[config.mk]
export PLATFORM = sky130hd
export DESIGN_NAME = modbus_rtu_master_frame_engine_unit
export DESIGN_NICKNAME = d
export VERILOG_FILES = /design/src/rtl/mrfe_pkg.sv /design/src/rtl/mrfe_rx.sv /design/src/rtl/mrfe_tx.sv /design/src/rtl/modbus_rtu_master_frame_engine_unit.sv
export SDC_FILE = /design/constraint.sdc
export NUM_CORES = 1
export LEC_CHECK = 0
export BUFFER_PORTS_ARGS = -buffer_cell sky130_fd_sc_hd__buf_2
export CORE_UTILIZATION = 31
export DETAILED_ROUTE_END_ITERATION = 6
export GPL_TIMING_DRIVEN = 0
export HOLD_SLACK_MARGIN = 0.08
export PLACE_DENSITY_LB_ADDON = 0.2
export SYNTH_ARGS = -nofsm -noshare
export SYNTH_HDL_FRONTEND = slang
export SYNTH_HIERARCHICAL = 1
export SYNTH_SLANG_ARGS = --single-unit
[constraint.sdc]
create_clock -name clk -period 8.1 [get_ports clk]
set_clock_uncertainty 0.2 [all_clocks]
set_input_delay 0.81 -clock clk [delete_from_list [all_inputs] [get_ports clk]]
set_output_delay 0.81 -clock clk [all_outputs]
set_load 0.01 [all_outputs]
[src/rtl/mrfe_pkg.sv]
// Shared types, codes and constants for the Modbus RTU master frame engine.
// Holds the CRC-16/MODBUS byte fold used by the transmit and receive sides.
// No dependencies.
package mrfe_pkg;

  localparam int MAX_FRAME = 8;
  localparam int REQ_LEN   = 8;
  localparam int RX_CAP    = (MAX_FRAME < REQ_LEN) ? MAX_FRAME : REQ_LEN;
  localparam int IDX_W     = $clog2(MAX_FRAME + 1);
  localparam int SLOT_W    = $clog2(MAX_FRAME);
  localparam int SEQ_W     = $clog2(REQ_LEN);

  localparam logic [15:0] CRC_INIT      = 16'hFFFF;
  localparam logic [15:0] CRC_POLY      = 16'hA001;
  localparam logic [15:0] ADDR_ALL_ONES = 16'hFFFF;
  localparam logic [15:0] ADDR_MAX      = 16'h00F7;
  localparam logic [15:0] ADDR_MIN      = 16'h0001;
  localparam logic [7:0]  ADDR_DEFAULT  = 8'h01;
  localparam logic [15:0] TIMEOUT_RESET = 16'd500;

  localparam logic [1:0] CMD_SEND  = 2'd0;
  localparam logic [1:0] CMD_START = 2'd1;
  localparam logic [1:0] CMD_BYTE  = 2'd2;
  localparam logic [1:0] CMD_TICK  = 2'd3;

  localparam logic [1:0] ST_OK     = 2'd0;
  localparam logic [1:0] ST_SHORT  = 2'd1;
  localparam logic [1:0] ST_CRC    = 2'd2;
  localparam logic [1:0] ST_ECHO   = 2'd3;

  localparam logic KIND_TX     = 1'b0;
  localparam logic KIND_STATUS = 1'b1;

  typedef logic [REQ_LEN-1:0][7:0] frame_t;

  typedef struct packed {
    logic             valid;
    logic [IDX_W-1:0] count;
    logic [1:0]       status;
  } rx_result_t;

  // Fold one byte into a CRC-16/MODBUS remainder, one bit per step.
  function automatic logic [15:0] crc_fold(input logic [15:0] crc_in, input logic [7:0] b);
    logic [15:0] c;
    c = crc_in ^ {8'h00, b};
    for (int k = 0; k < 8; k++) begin
      if (c[0]) begin
        c = (c >> 1) ^ CRC_POLY;
      end else begin
        c = c >> 1;
      end
    end
    return c;
  endfunction

endpackage

[src/rtl/mrfe_rx.sv]
// Receive tracker of the Modbus RTU master frame engine: stores bytes, runs the
// lagged CRC, counts ticks and forms the one status result at the end.
// Depends on mrfe_pkg.
module mrfe_rx import mrfe_pkg::*; (
  input  logic             clk,
  input  logic             rst_n,
  input  logic             cfg_wr_en,
  input  logic [15:0]      cfg_wr_data,
  input  logic             accept,
  input  logic [1:0]       command,
  input  logic             check_echo,
  input  logic [3:0]       expect_length,
  input  logic [7:0]       rx_byte,
  input  frame_t           sent_frame,
  output rx_result_t       rx_res
);

  logic [15:0]      timeout_r;
  logic [7:0]       rx_store_r [MAX_FRAME];
  logic [IDX_W-1:0] rx_index_r, rx_index_nxt;
  logic [IDX_W-1:0] awaited_r, awaited_nxt;
  logic             receiving_r, receiving_nxt;
  logic             echo_armed_r, echo_armed_nxt;
  logic [15:0]      elapsed_r, elapsed_nxt;
  logic [15:0]      lagged_crc_r, lagged_crc_nxt;
  logic [7:0]       newest_r, newest_nxt;
  logic [7:0]       older_r, older_nxt;

  logic [7:0]       store_p [MAX_FRAME];
  logic             wr_en;
  logic             do_finish;
  logic [IDX_W-1:0] idx_p;
  logic [15:0]      elapsed_p;
  logic [IDX_W-1:0] start_len;
  logic             crc_ok;
  logic             echo_bad;
  logic [1:0]       fin_status;

  // Byte and tick handling on the receive state
  always_comb begin
    wr_en     = 1'b0;
    do_finish = 1'b0;
    idx_p     = rx_index_r;
    elapsed_p = elapsed_r;
    lagged_crc_nxt = lagged_crc_r;
    newest_nxt = newest_r;
    older_nxt  = older_r;
    if (accept && receiving_r) begin
      unique case (command)
        CMD_BYTE: begin
          if (rx_index_r >= awaited_r || rx_index_r >= IDX_W'(MAX_FRAME)) begin
            do_finish = 1'b1;
          end else begin
            if (rx_index_r >= IDX_W'(2)) begin
              lagged_crc_nxt = crc_fold(lagged_crc_r, older_r);
            end
            wr_en      = 1'b1;
            newest_nxt = rx_byte;
            older_nxt  = newest_r;
            idx_p      = rx_index_r + IDX_W'(1);
            do_finish  = (idx_p >= awaited_r);
          end
        end
        CMD_TICK: begin
          if (elapsed_r != 16'hFFFF) begin
            elapsed_p = elapsed_r + 16'd1;
          end
          do_finish = (elapsed_p >= timeout_r);
        end
        default: begin
        end
      endcase
    end
  end

  always_comb begin
    for (int i = 0; i < MAX_FRAME; i++) begin
      store_p[i] = (wr_en && rx_index_r[SLOT_W-1:0] == SLOT_W'(i)) ? rx_byte : rx_store_r[i];
    end
  end

  // Status of a finishing receive, judged on the state after this request
  always_comb begin
    crc_ok = (idx_p > IDX_W'(2)) && (idx_p <= IDX_W'(MAX_FRAME)) &&
             ({newest_nxt, older_nxt} == lagged_crc_nxt);
    echo_bad = (idx_p != IDX_W'(REQ_LEN));
    for (int i = 0; i < RX_CAP; i++) begin
      if (store_p[i] != sent_frame[i]) begin
        echo_bad = 1'b1;
      end
    end
    priority if (idx_p < awaited_r) begin
      fin_status = ST_SHORT;
    end else if (!crc_ok) begin
      fin_status = ST_CRC;
    end else if (echo_armed_r && echo_bad) begin
      fin_status = ST_ECHO;
    end else begin
      fin_status = ST_OK;
    end
  end

  assign start_len = (expect_length > 4'(RX_CAP)) ? IDX_W'(RX_CAP) : IDX_W'(expect_length);

  // Arming and result selection
  always_comb begin
    rx_index_nxt   = idx_p;
    awaited_nxt    = awaited_r;
    receiving_nxt  = receiving_r;
    echo_armed_nxt = echo_armed_r;
    elapsed_nxt    = elapsed_p;
    rx_res         = '0;
    if (do_finish) begin
      receiving_nxt  = 1'b0;
      echo_armed_nxt = 1'b0;
      rx_res.valid   = 1'b1;
      rx_res.count   = crc_ok ? idx_p : '0;
      rx_res.status  = fin_status;
    end
    if (accept && command == CMD_SEND) begin
      receiving_nxt  = check_echo;
      echo_armed_nxt = check_echo;
      if (check_echo) begin
        awaited_nxt  = IDX_W'(RX_CAP);
        rx_index_nxt = '0;
        elapsed_nxt  = '0;
      end
    end
    if (accept && command == CMD_START) begin
      awaited_nxt    = start_len;
      rx_index_nxt   = '0;
      elapsed_nxt    = '0;
      echo_armed_nxt = 1'b0;
      receiving_nxt  = (start_len != '0);
      if (start_len == '0) begin
        rx_res.valid  = 1'b1;
        rx_res.count  = '0;
        rx_res.status = ST_CRC;
      end
    end
  end

  always_ff @(posedge clk) begin
    if (!rst_n) begin
      timeout_r    <= TIMEOUT_RESET;
      rx_index_r   <= '0;
      awaited_r    <= '0;
      receiving_r  <= 1'b0;
      echo_armed_r <= 1'b0;
      elapsed_r    <= '0;
      lagged_crc_r <= CRC_INIT;
    end else begin
      if (cfg_wr_en) begin
        timeout_r <= cfg_wr_data;
      end
      rx_index_r   <= rx_index_nxt;
      awaited_r    <= awaited_nxt;
      receiving_r  <= receiving_nxt;
      echo_armed_r <= echo_armed_nxt;
      elapsed_r    <= elapsed_nxt;
      // restart the lagged CRC on every arm
      if (accept && (command == CMD_START || (command == CMD_SEND && check_echo))) begin
        lagged_crc_r <= CRC_INIT;
      end else begin
        lagged_crc_r <= lagged_crc_nxt;
      end
    end
  end

  always_ff @(posedge clk) begin
    newest_r <= newest_nxt;
    older_r  <= older_nxt;
    if (wr_en) begin
      rx_store_r[rx_index_r[SLOT_W-1:0]] <= rx_byte;
    end
  end

endmodule

[src/rtl/mrfe_tx.sv]
// Transmit sequencer and result register of the Modbus RTU master frame engine:
// builds the request frame, folds its CRC a byte per cycle unless the result port
// stalls, and drives that port. Depends on mrfe_pkg.
module mrfe_tx import mrfe_pkg::*; (
  input  logic       clk,
  input  logic       rst_n,
  input  logic       accept,
  input  logic [1:0] command,
  input  logic [15:0] station_addr,
  input  logic [7:0] function_code,
  input  logic [15:0] register_address,
  input  logic [15:0] write_value,
  input  rx_result_t rx_res,
  input  logic       out_stall,
  output frame_t     sent_frame,
  output logic       busy,
  output logic       out_valid,
  output logic       out_result_kind,
  output logic [7:0] out_tx_byte,
  output logic       out_last_of_frame,
  output logic [3:0] out_rx_count,
  output logic [1:0] out_status
);

  frame_t           sent_r;
  logic [15:0]      crc_run_r;
  logic [SEQ_W-1:0] seq_r;
  logic             valid_r;
  logic             kind_r;
  logic [7:0]       byte_r;
  logic             last_r;
  logic [3:0]       count_r;
  logic [1:0]       status_r;

  logic             load_ok;
  logic [7:0]       addr_byte;
  logic [7:0]       seq_byte;

  assign load_ok = !valid_r || !out_stall;
  assign busy    = (seq_r != '0);

  assign addr_byte = (station_addr == ADDR_ALL_ONES || station_addr < ADDR_MIN ||
                      station_addr > ADDR_MAX) ? ADDR_DEFAULT : station_addr[7:0];

  always_comb begin
    if (seq_r == SEQ_W'(REQ_LEN - 2)) begin
      seq_byte = crc_run_r[7:0];
    end else if (seq_r == SEQ_W'(REQ_LEN - 1)) begin
      seq_byte = crc_run_r[15:8];
    end else begin
      seq_byte = sent_r[seq_r];
    end
  end

  always_ff @(posedge clk) begin
    if (!rst_n) begin
      seq_r   <= '0;
      valid_r <= 1'b0;
    end else begin
      priority if (busy && load_ok) begin
        valid_r <= 1'b1;
        seq_r   <= seq_r + SEQ_W'(1);
      end else if (accept && command == CMD_SEND) begin
        valid_r <= 1'b1;
        seq_r   <= SEQ_W'(1);
      end else if (rx_res.valid) begin
        valid_r <= 1'b1;
      end else if (load_ok) begin
        valid_r <= 1'b0;
      end
    end
  end

  always_ff @(posedge clk) begin
    priority if (busy && load_ok) begin
      kind_r   <= KIND_TX;
      byte_r   <= seq_byte;
      last_r   <= (seq_r == SEQ_W'(REQ_LEN - 1));
      count_r  <= '0;
      status_r <= ST_OK;
      if (seq_r < SEQ_W'(REQ_LEN - 2)) begin
        crc_run_r <= crc_fold(crc_run_r, sent_r[seq_r]);
      end
      if (seq_r == SEQ_W'(REQ_LEN - 2)) begin
        sent_r[REQ_LEN-2] <= crc_run_r[7:0];
        sent_r[REQ_LEN-1] <= crc_run_r[15:8];
      end
    end else if (accept && command == CMD_SEND) begin
      sent_r[0] <= addr_byte;
      sent_r[1] <= function_code;
      sent_r[2] <= register_address[15:8];
      sent_r[3] <= register_address[7:0];
      sent_r[4] <= write_value[15:8];
      sent_r[5] <= write_value[7:0];
      crc_run_r <= crc_fold(CRC_INIT, addr_byte);
      kind_r    <= KIND_TX;
      byte_r    <= addr_byte;
      last_r    <= 1'b0;
      count_r   <= '0;
      status_r  <= ST_OK;
    end else if (rx_res.valid) begin
      kind_r   <= KIND_STATUS;
      byte_r   <= '0;
      last_r   <= 1'b1;
      count_r  <= 4'(rx_res.count);
      status_r <= rx_res.status;
    end
  end

  assign sent_frame        = sent_r;
  assign out_valid         = valid_r;
  assign out_result_kind   = kind_r;
  assign out_tx_byte       = byte_r;
  assign out_last_of_frame = last_r;
  assign out_rx_count      = count_r;
  assign out_status        = status_r;

endmodule

[src/rtl/modbus_rtu_master_frame_engine_unit.sv]
// Top level of the Modbus RTU master frame engine.
// Instantiates mrfe_tx and mrfe_rx; depends on mrfe_pkg.
//
// A user of this block should know first: every request (send, start receive,
// received byte, millisecond tick) is taken in one cycle whenever the result
// register is free or being drained. A send request yields eight transmit
// results, the last one marked; the CRC-16/MODBUS of the request is folded
// one byte per cycle unless the result port stalls, as the frame goes out, so
// input stalls after a send while that sequencer runs. Every other request is
// handled in the cycle it is accepted and its status result, if any, appears
// in the result register on the next cycle. Received bytes are kept in an
// eight-entry byte store written in place, while the last two bytes are held
// aside so that the CRC of the earlier bytes is folded as each new byte lands;
// the status is decided as the final byte or the timing-out tick arrives. The
// tick timeout register resets to 500 and should only be written while the
// block is idle.
module modbus_rtu_master_frame_engine_unit import mrfe_pkg::*; (
  input  logic        clk,
  input  logic        rst_n,
  // configuration: tick timeout
  input  logic        cfg_wr_en,
  input  logic [15:0] cfg_wr_data,
  // request channel
  input  logic        in_valid,
  output logic        in_stall,
  input  logic [1:0]  in_command,
  input  logic [15:0] in_station_addr,
  input  logic [7:0]  in_function_code,
  input  logic [15:0] in_register_address,
  input  logic [15:0] in_write_value,
  input  logic        in_check_echo,
  input  logic [3:0]  in_expect_length,
  input  logic [7:0]  in_rx_byte,
  // result channel
  output logic        out_valid,
  input  logic        out_stall,
  output logic        out_result_kind,
  output logic [7:0]  out_tx_byte,
  output logic        out_last_of_frame,
  output logic [3:0]  out_rx_count,
  output logic [1:0]  out_status
);

  logic       accept;
  logic       tx_busy;
  logic       res_valid;
  frame_t     sent_frame;
  rx_result_t rx_res;

  // Hold requests while the frame sequencer runs or the result register is blocked
  assign in_stall = tx_busy || (res_valid && out_stall);
  assign accept   = in_valid && !in_stall;
  assign out_valid = res_valid;

  mrfe_rx u_rx (
    .clk           (clk),
    .rst_n         (rst_n),
    .cfg_wr_en     (cfg_wr_en),
    .cfg_wr_data   (cfg_wr_data),
    .accept        (accept),
    .command       (in_command),
    .check_echo    (in_check_echo),
    .expect_length (in_expect_length),
    .rx_byte       (in_rx_byte),
    .sent_frame    (sent_frame),
    .rx_res        (rx_res)
  );

  mrfe_tx u_tx (
    .clk               (clk),
    .rst_n             (rst_n),
    .accept            (accept),
    .command           (in_command),
    .station_addr      (in_station_addr),
    .function_code     (in_function_code),
    .register_address  (in_register_address),
    .write_value       (in_write_value),
    .rx_res            (rx_res),
    .out_stall         (out_stall),
    .sent_frame        (sent_frame),
    .busy              (tx_busy),
    .out_valid         (res_valid),
    .out_result_kind   (out_result_kind),
    .out_tx_byte       (out_tx_byte),
    .out_last_of_frame (out_last_of_frame),
    .out_rx_count      (out_rx_count),
    .out_status        (out_status)
  );

endmodule

# ---- Word-level counts from Yosys, hierarchy flattened
# Memories as Yosys holds them, arrays and structs flattened.
# Index checks and enable logic that the tools add are counted.
dict set report totals {
  wordCells 303
  output_inout_bits 18
  in_bits 92
  mem_bits_rw 64
  memories 1
  regBits 174
}
dict set report classes {
  n_mux 160
  bitwise_logic 29
  order_cmp 13
  eq_ne 25
  add_sub_neg 3
  n_reduce_logical 47
}
# memory words word_bits rd rd_clocked_by_memory_dff wr line_no
set memory_table {}
lappend memory_table {u_rx.rx_store_r 8 8 8 0 1 mrfe_rx.sv:19} ;# logic [7:0] rx_store_r [MAX_FRAME];
# op count
set op_table {}
lappend op_table {{16-bit 2-to-1 mux} 94}
lappend op_table {{8-bit 2-to-1 mux} 21}
lappend op_table {{2-bit inverter with 3-bit output} 24}
lappend op_table {{8-bit inequality test} 8}
lappend op_table {{4-bit 2-to-1 mux} 10}
lappend op_table {{16-bit by 8-bit XOR with 16-bit output} 2}
lappend op_table {{1-bit 2-to-1 mux} 25}
lappend op_table {{8-bit binary-select mux with 3-bit select} 1}
lappend op_table {{7-bit 2-to-1 mux} 3}
lappend op_table {{1-bit logical AND} 19}
lappend op_table {{3-bit equality test, second input constant} 6}
lappend op_table {{16-bit by 1-bit adder with 16-bit output, second input constant} 1}
lappend op_table {{16-bit equality test} 1}
lappend op_table {{16-bit equality test, second input constant} 1}
lappend op_table {{16-bit greater-or-equal comparator} 1}
lappend op_table {{16-bit by 8-bit > comparator with 1-bit output, second input constant} 1}
lappend op_table {{16-bit by 1-bit less-than comparator with 1-bit output, second input constant} 1}
lappend op_table {{16-bit inequality test, second input constant} 1}
lappend op_table {{8-bit inverter with 16-bit output} 1}
lappend op_table {{3-bit nonzero test} 3}
lappend op_table {{4-bit greater-or-equal comparator} 2}
lappend op_table {{2-bit AND reduction} 4}
lappend op_table {{2-bit nonzero test} 4}
lappend op_table {{4-bit nonzero test} 2}
lappend op_table {{other kinds (26)} 41}

# ---- Longest topological paths before layout
# Gate-level depths: netlist of run 1.
dict set report logic_depth {
  depth_word 59
  depth_mapped 25
}

# ---- By module
# The synthesis of run 1 kept the hierarchy.
# mod instances cells_each area_each_um2
set modules_own_cells {}
lappend modules_own_cells {mrfe_rx 1 889 8408.1}
lappend modules_own_cells {mrfe_tx 1 338 4649.5}
lappend modules_own_cells {modbus_rtu_master_frame_engine_unit 1 3 17.5}

# ---- Least setup slack after synthesis of run 1
# No wires, ideal clock.
dict set report synth_timing {
  path_kind {reg-to-reg}
  from {register u_rx.elapsed_r[4]}
  to {register u_tx.last_r (netlist: u_tx/out_last_of_frame) (enable)}
  arrival_time_ns 3.992
  path_buffers 1
  setup_slack_ns 3.579
  period_less_slack_ns 4.521
  stages_incl_launch_ff 21
  cell_sequence {dfxtp_1 -> and3_1 -> nand3_1 -> nor3_1 -> and3_1 -> nand4_1 -> and3_1 -> nand4_1 -> nor2_1 -> xor2_1 -> ha_1 -> and4_1 -> a211oi_1 -> nand2_1 -> a21oi_1 -> nand4b_1 -> a21oi_1 -> nand2b_1 -> buf_1 -> nor2_1 -> inv_1}
}
# item line_no
set synth_rtl {}
lappend synth_rtl {{start: declaration} mrfe_rx.sv:24} ;# logic [15:0] elapsed_r, elapsed_nxt;
lappend synth_rtl {{start signal: assignment} mrfe_rx.sv:160} ;# elapsed_r <= elapsed_nxt;
lappend synth_rtl {{end signal: assignment} mrfe_tx.sv:78} ;# last_r <= (seq_r == SEQ_W'(REQ_LEN - 1));
lappend synth_rtl {{end: declaration} mrfe_tx.sv:31} ;# logic last_r;

==> results of run 1 <==
-- cell usage after synthesis (5+ instances only) --
library cell    n  area [sq um]
nand3b_1       13         97.59
mux2_1          8         90.09
mux2i_1        85         850.8
dfxtp_1        85          1702
o21ai_0        50         250.2
nand3_1        22         110.1
a21oi_1        45         225.2
buf_1           5         18.77
inv_1          59         221.5
nand2b_1       13         81.33
nor3b_1        15         112.6
nand4_1        17         106.4
o22ai_1        16         100.1
nor4_1         15         93.84
and2_1          9         56.30
nand2_1       131         491.7
xnor2_1        68         595.6
o211ai_1       23         172.7
and3_1          7         43.79
edfxtp_1      153          4594
or3_1          10         62.56
buf_6           5         56.30
xor2_1         57         499.2
mux2_2         13         146.4
ha_1           38         475.5
a22oi_1        13         97.59
a221oi_1        6         52.55
a31oi_1        11         68.82
nor3_1         20         100.1
nor2_1         78         292.8
a211oi_1        7         52.55
nor2b_1        12         75.07
buf_2          12         60.06
clkbuf_1       29         108.9
-- final cells by class --
cell class | count | area (sq um) | area share
Buffer | 53 | 266.5 | 0.01742
Clock buffer | 38 | 769.5 | 0.05030
Clock inverter | 12 | 142.6 | 0.009324
Inverter | 61 | 229.0 | 0.01497
Multi-Input combinational cell | 878 | 6331 | 0.4138
Sequential cell | 238 | 6296 | 0.4115
Tap cell | 532 | 665.6 | 0.04351
Timing Repair Buffer | 113 | 598.1 | 0.03909
-- power by group --
group | total [uW] | internal, uW | switching (uW) | leakage [uW]
clock | 1270 | 758 | 516 | 0.000452
combinational | 1050 | 448 | 602 | 0.00313
sequential | 1550 | 1460 | 91.0 | 0.00207
total | 3880 | 2670 | 1210 | 0.00566
-- worst register-to-register path, stage by stage (launching register included) --
cell      delay [ns]
dfxtp_1         0.44
and3_1          0.30
nand3_1         0.12
nor3_1          0.31
and3_1          0.27
nand4_1         0.31
and3_1          0.34
nand4_1         0.24
nor2_1          0.09
xor2_1          0.17
ha_1            0.30
and4_1          0.21
a211oi_1        0.08
nand2_1         0.10
a21oi_1         0.04
nand4b_1        0.17
a21oi_1         0.59
nand2b_1        0.19
buf_1           0.51
nor2_1          0.18
inv_1           0.36
-- placed cells by master (no fill, tap or decap), drive strengths merged, types with 16 or more instances in the layout --
| cell | instances |
|---|---|
| o211ai | 26 |
| inv | 61 |
| o21ai | 53 |
| nor3b | 17 |
| nand2 | 133 |
| ha | 38 |
| nor2 | 79 |
| nor4 | 16 |
| nor3 | 22 |
| edfxtp | 153 |
| mux2 | 21 |
| dfxtp | 85 |
| nand3 | 22 |
| mux2i | 85 |
| xor2 | 58 |
| buf | 137 |
| clkbuf | 67 |
| a21oi | 46 |
| o22ai | 16 |
| xnor2 | 70 |
| nand4 | 17 |
-- state kept, by name, summed over array words and instances, names as in the netlist, 2 cells and up --
| signal | cells |
|---|---|
| u_tx/out_status | 2 |
| u_rx/timeout_r | 16 |
| u_tx/sent_frame | 64 |
| u_rx/awaited_r | 4 |
| u_rx/lagged_crc_r | 16 |
| u_rx/rx_store_r | 64 |
| u_tx/seq_r | 3 |
| u_rx/elapsed_r | 16 |
| u_tx/out_tx_byte | 8 |
| u_rx/newest_r | 8 |
| u_rx/rx_index_r | 4 |
| u_tx/out_rx_count | 4 |
| u_rx/older_r | 8 |
| u_tx/crc_run_r | 16 |
-- final timing paths --
check             cells past startpoint                   end                    from  slack, ns
hold reg to reg                       2  u_tx/out_result_kind    u_tx/out_result_kind       0.26
hold / removal                        1   u_tx/sent_frame[29]  in_register_address[5]       0.22
setup reg to reg                     20   u_tx/out_tx_byte[0]       u_rx/elapsed_r[4]       2.23
setup / recovery                     20   u_tx/out_tx_byte[0]       u_rx/elapsed_r[4]       2.23
-- kinds of logic after synthesis --
logic type               Yosys count  synth area share
XOR/XNOR                         131           0.09273
buffers and inverters            114           0.03789
adder cells (fa/ha/maj)           38           0.03636
flip-flops                       238            0.4815
AND/OR/NAND/NOR                  380            0.1451
AO/OA/AOI/OAI                    221            0.1198
multiplexers                     108           0.08660
-- layer usage --
metal | track usage | vias to the layer above | routed length [microns]
li1 | - | 4753 | -
met1 | 0.2504 | 4985 | 18110
met2 | 0.3265 | 334 | 20130
met3 | 0.02526 | 89 | 2153
met4 | 0.06845 | 0 | 1519
met5 | 0 | - | 0
-- through the flow --
step / std cells / hold WS [ns]
floorplan: 1230 / 0.2410
global placement: 1870 / 0.2496
detailed placement: 1875 / 0.2552
CTS: 1925 / 0.1987
global route: 1925 / 0.2079
finish: 1925 / 0.2209
==> results.cfg, run 1 <==
[cells_and_area]
drive_above_1_share = 0.1637
utilization = 0.3713
area_growth_pct = 17.00
n_fill_cell = 4104
stdcell_area_sq_um = 15300
diodes = 0
finalNetCount = 1504

[logic_synthesis]
yosysWarnings = 6
synth_cell_type_count = 81
synth_flop_cell = edfxtp_1
synth_edf_count = 153
synth.avg_cell_area_sq_um = 10.63
syn_nets = 1360
syn_inst = 1230
ys_ff_latch = 238
synth-async-reset-ratio = 0
ys_seq_area_frac = 0.4815
syn-cell-area_sq_um = 13080

[worst_setup_path]
critPathLaunchType = flip-flop
crit_family = simple AND/OR/NAND/NOR gates
path_cells = and3_1, nand3_1, nor3_1, and3_1, nand4_1, and3_1, nand4_1, nor2_1, xor2_1, ha_1, and4_1, a211oi_1, nand2_1, a21oi_1, nand4b_1, a21oi_1, nand2b_1, buf_1, nor2_1, inv_1
crit_path_max_fanout = 9
path_common_cell = and3_1
crit_type = reg2reg
path_buf_inv = 2
crit_required_ns = 8.11
endpoint_kind = flip-flop
crit_path_max_incr_delay_ns = 0.59
slowest_stage = a21oi_1
arrival_ns = 5.88

[sta]
tightest_slew_ns = 1.148
slew_headroom = 0.2320
fin_setup_tns_ns = 0
fmax_ghz = 0.1702
hold_violations = 0
fin_crit_ns = 5.874
fin_crit_sh = 0.7252
layout_setup_ws_ns = 2.226
report.final.setup_viol = 0
rsz0062_at_grt = no
drv_slew = 0

[clocking]
tritoncts.num_buffers = 29
h-tree-depth = 1
postCtsHoldBufs = 0
clk_pin_slew_ns = 0.06
cts_sinks = 238
clock_tree.buffer_depth = 3
clock-root-buffer = clkbuf_16
cts_tree = done
cts_resized = 0
clock_latency_ns = 0.56
post-cts-setup-buffers = 0

[global_route]
gr-total-overflow = 0
grt_pass1_wl_microns = 62940
grtUsageTotal = 0.1924
grt_max_degree = 40
grt_pass1_vias = 10100
antenna_found_initial = 1

[floorplanning]
rows = 74
die_area_sq_um = 43000
core_area_sq_um = 41200
top_level_ports = 110
start_util = 0.3173
die_w_microns = 207.4
die_h_microns = 207.4

[drt]
postRouteAntennaNets = 0
vias_per_cell = 5.278
wl_per_cell_microns = 21.77
vias = 10160
routed_wirelength_microns = 41910
drc_errors = 0
drt_iter0_drc = 806
drt_first_pass_iters = 5

[pwr]
ir_worst_vdd_v = 0.0001487
leakage_uw = 0.005655
finalPower_uw = 3877
power.density_nw_per_um2 = 253.4

[placed_design]
dp_slack_ns = 2.292
dpl_cell_area_sq_um = 14380
place_hpwl_microns = 31850
place.gp.congestion = 0.8863
io_buffers = 108

[worst_hold_path]
hp-class = in2reg

[job]
drv_cap = 0

[run_status]
outcome = complete, no violations
No activity file was read; power rests on OpenSTA's default activity.
==> inputs of run 2 (changes only) <==
--- a/config.mk
+++ b/config.mk
@@ -5,6 +5,7 @@
 export SDC_FILE = /design/constraint.sdc
 export NUM_CORES = 1
 export LEC_CHECK = 0
+export ABC_AREA = 1
 export BUFFER_PORTS_ARGS = -buffer_cell sky130_fd_sc_hd__buf_2
 export CORE_UTILIZATION = 31
 export DETAILED_ROUTE_END_ITERATION = 6
==> constraint.sdc (replaced) <==
create_clock -name clk -period 5.7 [get_ports clk]
set_clock_uncertainty 0.2 [all_clocks]
set_input_delay 0.57 -clock clk [delete_from_list [all_inputs] [get_ports clk]]
set_output_delay 0.57 -clock clk [all_outputs]
set_load 0.01 [all_outputs]
==> results.cfg, run 2 <==
[logic_synthesis]
syn_inst = 1930
ys_seq_area_frac = 0.4454
netlist.area_leader.share = 0.3250
synth.avg_cell_area_sq_um = 7.324
ys_ff_latch = 238
synth_cell_type_count = 51
yosysTopAreaCell = edfxtp_1
syn_nets = 2060
synth_edf_count = 153
synth-async-reset-ratio = 0
syn-cell-area_sq_um = 14130
synth_most_common_cell = nand2_1
synth_flop_cell = edfxtp_1
yosysWarnings = 6
yosys-top-cells-count = 620 x nand2_1, 275 x inv_1, 203 x nand3_1
synth_area_leaders = edfxtp_1 33%, nand2_1 16%, dfxtp_1 12%

[placed_design]
place_hpwl_microns = 35720
io_buffers = 109
place.gp.congestion = 0.9120
dp_slack_ns = 0.6225
dpl_cell_area_sq_um = 15500
dpl.cell_count = 2634

[global_route]
gr-total-overflow = 0
antenna_found_initial = 1
grtUsageTotal = 0.2051
grt_pass1_vias = 12670
grt_pass1_wl_microns = 73440
grt_max_degree = 34

[pwr]
finalPower_uw = 5470
leakage_uw = 0.008021
ir_worst_vdd_v = 0.0002201
power.density_nw_per_um2 = 321.8

[worst_setup_path]
crit_type = reg2reg
r2r_cells = 23
critPathLaunchType = flip-flop
crit_required_ns = 5.72
crit_path_max_fanout = 10
rrSetupSlack_ns = 0.54
endpoint_kind = flip-flop
rr_startpoint = u_rx/elapsed_r[0]
regToRegEndpoint = u_tx/out_tx_byte[2]
arrival_ns = 5.18

[sta]
drv_slew = 0
hold_violations = 0
fin_crit_ns = 5.156
fin_crit_sh = 0.9046
rsz0062_at_grt = no
layout_setup_ws_ns = 0.5438
fmax_ghz = 0.1939
slew_headroom = 0.1409
report.final.setup_viol = 0
tightest_slew_ns = 1.279

[clocking]
post-cts-setup-buffers = 0
h-tree-depth = 1
clock_latency_ns = 0.57
cts_tree = done
clock-root-buffer = clkbuf_16
tritoncts.num_buffers = 30
clock_tree.buffer_depth = 3
clk_pin_slew_ns = 0.06
cts_sinks = 238

[cells_and_area]
drive_above_1_share = 0.1150
final_common_cell = nand2_1
area_growth_pct = 20.25
stdcell_area_sq_um = 17000
layout_common_cells = 620 x nand2_1, 275 x inv_1, 203 x nand3_1, 153 x edfxtp_1, 143 x nor2_1
diodes = 0
finalNetCount = 2263
utilization = 0.3811
final_cells = 2749

[run_status]
outcome = complete, no violations

[drt]
drc_errors = 0
routed_wirelength_microns = 48060
drt_first_pass_iters = 6
drt_iter0_drc = 985
vias_per_cell = 4.830
postRouteAntennaNets = 0
vias = 13280
wl_per_cell_microns = 17.48

[floorplanning]
die_h_microns = 215.5
die_area_sq_um = 46450
die_w_microns = 215.5
rows = 77
core_area_sq_um = 44610
top_level_ports = 110
start_util = 0.3169

[worst_hold_path]
hold_path_end = u_rx/timeout_r[4]
whs_path_depth = 3
hp-class = in2reg
worstHoldStart = cfg_wr_en

[job]
drv_cap = 0
run 2: worst max-delay path: stages, from the launching register on:
cell and delay (ns):
dfxtp_1 0.36, inv_1 0.08, nor2_1 0.10, inv_1 0.07, nor3_1 0.21, inv_1 0.09, nor3_1 0.27, nand2_1 0.12
nor3_1 0.28, nand3_1 0.14, a21o_1 0.23, ha_1 0.30, nand2_1 0.06, inv_1 0.05, nand3_1 0.09, nor3_1 0.42
nand3_1 0.13, a31o_2 0.27, a21oi_1 0.23, inv_1 0.13, nand2_1 0.07, buf_1 0.28, inv_1 0.21, nand2_1 0.40
run 2: where the power goes:
part	switching [uW]	internal [uW]
combinational	1040	487
sequential	109	2050
clock	770	1010
total	1920	3550
run 2: worst max-delay path by stage:
stage / endpoint / slack (ns) / start
after global placement: u_tx/out_tx_byte[4] / -0.82 / u_tx/seq_r[1]
after floorplan: u_tx/out_tx_byte[0] / 1.49 / u_tx/seq_r[2]
after detailed placement: u_tx/out_tx_byte[3] / 0.62 / u_rx/elapsed_r[0]
final: u_tx/out_tx_byte[2] / 0.54 / u_rx/elapsed_r[0]
after CTS: u_tx/out_tx_byte[3] / 0.59 / u_rx/elapsed_r[0]
after global routing: u_tx/out_tx_byte[7] / 0.04 / u_rx/elapsed_r[0]
run 2: layout make-up:
type / instances / area [sq um]
clock buffers: 35 / 769.5
multi-input cells: 1349 / 6457
clock inverters: 21 / 133.9
flip-flops and latches: 238 / 6296
plain buffers: 53 / 325.3
fillers: 4695 / 27610
repair buffers: 171 / 1179
well taps: 592 / 740.7
inverters: 290 / 1096
run 2: metrics by stage:
stage,hold slack (ns),TNS [ns]
2_1_floorplan,0.2264,0
5_1_grt,0.1135,0
3_3_place_gp,0.2515,-9.296
3_5_place_dp,0.2580,0
6_report,0.1109,0
4_1_cts,0.08171,0
run 2: cell families after synthesis:
kind of cell / after synthesis / share of synthesized area
and+or+nand+nor: 1058 / 0.3186
buffers and inverters: 343 / 0.1006
DFF: 238 / 0.4454
AOI/OAI and AO/OA: 226 / 0.08507
adders and majority gates: 38 / 0.03364
xor gates and xnor gates: 27 / 0.01673
run 2: repair_timing:
action / 4_1_cts / 5_1_grt
gates resized for setup: 0 / 0
setup endpoints to repair: 0 / 0
endpoints found under the hold margin: 58 / 0
hold buffers: 59 / 0
run 2: metal layers:
layer	wire length, microns	GRT usage	vias to the layer above
li1	-	-	6635
met1	22550	0.2853	6163
met2	21730	0.3344	424
met3	2760	0.02706	56
met4	1026	0.05225	0
met5	0	0	-
==> inputs of run 3 (changes only) <==
--- a/config.mk
+++ b/config.mk
@@ -7,6 +7,7 @@
 export LEC_CHECK = 0
 export ABC_AREA = 1
 export BUFFER_PORTS_ARGS = -buffer_cell sky130_fd_sc_hd__buf_2
+export CORE_ASPECT_RATIO = 2
 export CORE_UTILIZATION = 31
 export DETAILED_ROUTE_END_ITERATION = 6
 export GPL_TIMING_DRIVEN = 0
==> constraint.sdc (replaced) <==
create_clock -name clk -period 4.3 [get_ports clk]
set_clock_uncertainty 0.2 [all_clocks]
set_input_delay 0.43 -clock clk [delete_from_list [all_inputs] [get_ports clk]]
set_output_delay 0.43 -clock clk [all_outputs]
set_load 0.01 [all_outputs]
==> results.cfg, run 3 (synthesized netlist as in run 2, its figures left out) <==
[run_status]
outcome = complete, no violations

[global_route]
grt_pass1_vias = 13560
antenna_found_initial = 0
grtUsageTotal = 0.2186
grt_max_degree = 28
grt_pass1_wl_microns = 76180
gr-total-overflow = 0

[sta]
report.final.setup_viol = 0
fmax_ghz = 0.2434
slew_headroom = 0.2376
rsz0062_at_grt = no
layout_setup_ws_ns = 0.1918
fin_crit_ns = 4.108
drv_slew = 0
hold_violations = 0
tightest_slew_ns = 1.135
worst_hold_slack_ns = 0.1120
fin_crit_sh = 0.9554

[placed_design]
dp_slack_ns = -0.9261
io_buffers = 109
dpl.cell_count = 2604
place_hpwl_microns = 39980
place.gp.congestion = 0.9185

[cells_and_area]
final_cells = 2735
area_growth_pct = 23.22
diodes = 0
n_fill_cell = 4651
final_common_cell = nand2_1
layout_common_cells = 611 x nand2_1, 272 x inv_1, 201 x nand3_1, 153 x edfxtp_1, 139 x nor2_1
finalNetCount = 2285
drive_above_1_share = 0.1292

[drt]
wl_per_cell_microns = 18.47
vias = 13410
routed_wirelength_microns = 50510
drc_errors = 0
drt_iter0_drc = 632
vias_per_cell = 4.901
drt_first_pass_iters = 6
postRouteAntennaNets = 0

[worst_hold_path]
hp-class = in2reg

[clocking]
cts_sinks = 238
clock-root-buffer = clkbuf_16
clk_pin_slew_ns = 0.06
clock_latency_ns = 0.58
cts_tree = done
tritoncts.num_buffers = 26
clock_tree.buffer_depth = 3
h-tree-depth = 1

[worst_setup_path]
endpoint_kind = flip-flop
rrSetupSlack_ns = 0.19
crit_path_max_fanout = 11
crit_required_ns = 4.61
crit_path_max_incr_delay_ns = 0.33
path_common_cell = nand2_1
slowest_stage = dfxtp_1
crit_type = reg2reg
critPathLaunchType = flip-flop
arrival_ns = 4.42

[pwr]
ir_worst_vdd_v = 0.0003102
finalPower_uw = 7372
p_seq_frac = 0.390
clkPwrFrac = 0.331
switching_power_uw = 2582
pwr-share-comb = 0.280
power.density_nw_per_um2 = 423.3
p_int_uw = 4790
leakage_uw = 0.008198
switching_share = 0.3502

[floorplanning]
die_area_sq_um = 46510
die_w_microns = 153.0
start_util = 0.3141
die_h_microns = 304.0
core_area_sq_um = 45010
rows = 110
top_level_ports = 110

[job]
drv_cap = 0
[run 3: cell types whose count changed in the layout (fill, tap and decap cells not counted), moves of 4 or more]
cell and change:
nand2_2 +7, nor2_1 -4, nor3_1 -7, buf_6 +4, clkinv_1 -7, nor3_2 +4
clkbuf_1 -5, dlygate4sd3_1 +25, nand2_1 -9
[run 3: power by group through the flow]
stage          sequential [uW]  combinational (uW)  clock, uW
6_report                  2870                2060       2440
5_1_grt                   2890                2280       2580
4_1_cts                   2870                2050       2510
3_5_place_dp              2920                1970          0
3_3_place_gp              2930                1930          0
2_1_floorplan             2880                1270          0
[run 3: final cells by class]
type	count	area, sq um	area share
sequential	238	6297	0.3616
buffer	51	347.8	0.01997
inverter	290	1101	0.06322
timing repair buffer	199	1451	0.08333
clock buffer	28	679.4	0.03901
clock inverter	20	245.2	0.01408
tap	560	700.7	0.04023
multi-input combinational	1349	6594	0.3786
[run 3: timing repair]
item	CTS	global route
hold buffers	83	1
resized for setup	17	35
hold endpoints to repair	86	3
setup buffers	0	1
endpoints found under the setup margin	17	16
gates cloned	0	0
pin swaps	0	7
[run 3: final timing paths]
path / start / end / cells past startpoint
max: u_tx/seq_r[0] / u_tx/out_status[0] / 28
min: in_command[0] / u_rx/echo_armed_r / 4
max reg2reg: u_tx/seq_r[0] / u_tx/out_status[0] / 28
min reg2reg: u_tx/crc_run_r[14] / u_tx/sent_frame[62] / 0
[run 3: routing by layer]
layer / vias up / wire, microns / global-route usage
met5: - / 0 / 0
met4: 0 / 4025 / 0.1670
met3: 163 / 1688 / 0.02350
met2: 397 / 27360 / 0.4295
met1: 6174 / 17440 / 0.2022
li1: 6671 / - / -
[run 3: worst max-delay path: cells and delay by family, from the launching register on]
| kind | cells | cell delay (ns) |
|---|---|---|
| AO/OA/AOI/OAI | 3 | 0.41 |
| adder cells (fa/ha/maj) | 1 | 0.15 |
| buffers and inverters | 8 | 1.02 |
| flip-flops | 1 | 0.33 |
| AND/OR/NAND/NOR | 16 | 1.90 |
[run 3: through the flow]
stage	instance area [sq um]	TNS (ns)	util
after detailed placement	15480	-11.87	0.3439
after global routing	17420	0	0.3870
after global placement	15380	-99.52	0.3418
after floorplan	14130	0	-
final	17420	0	0.3870
after CTS	17290	0	0.3841
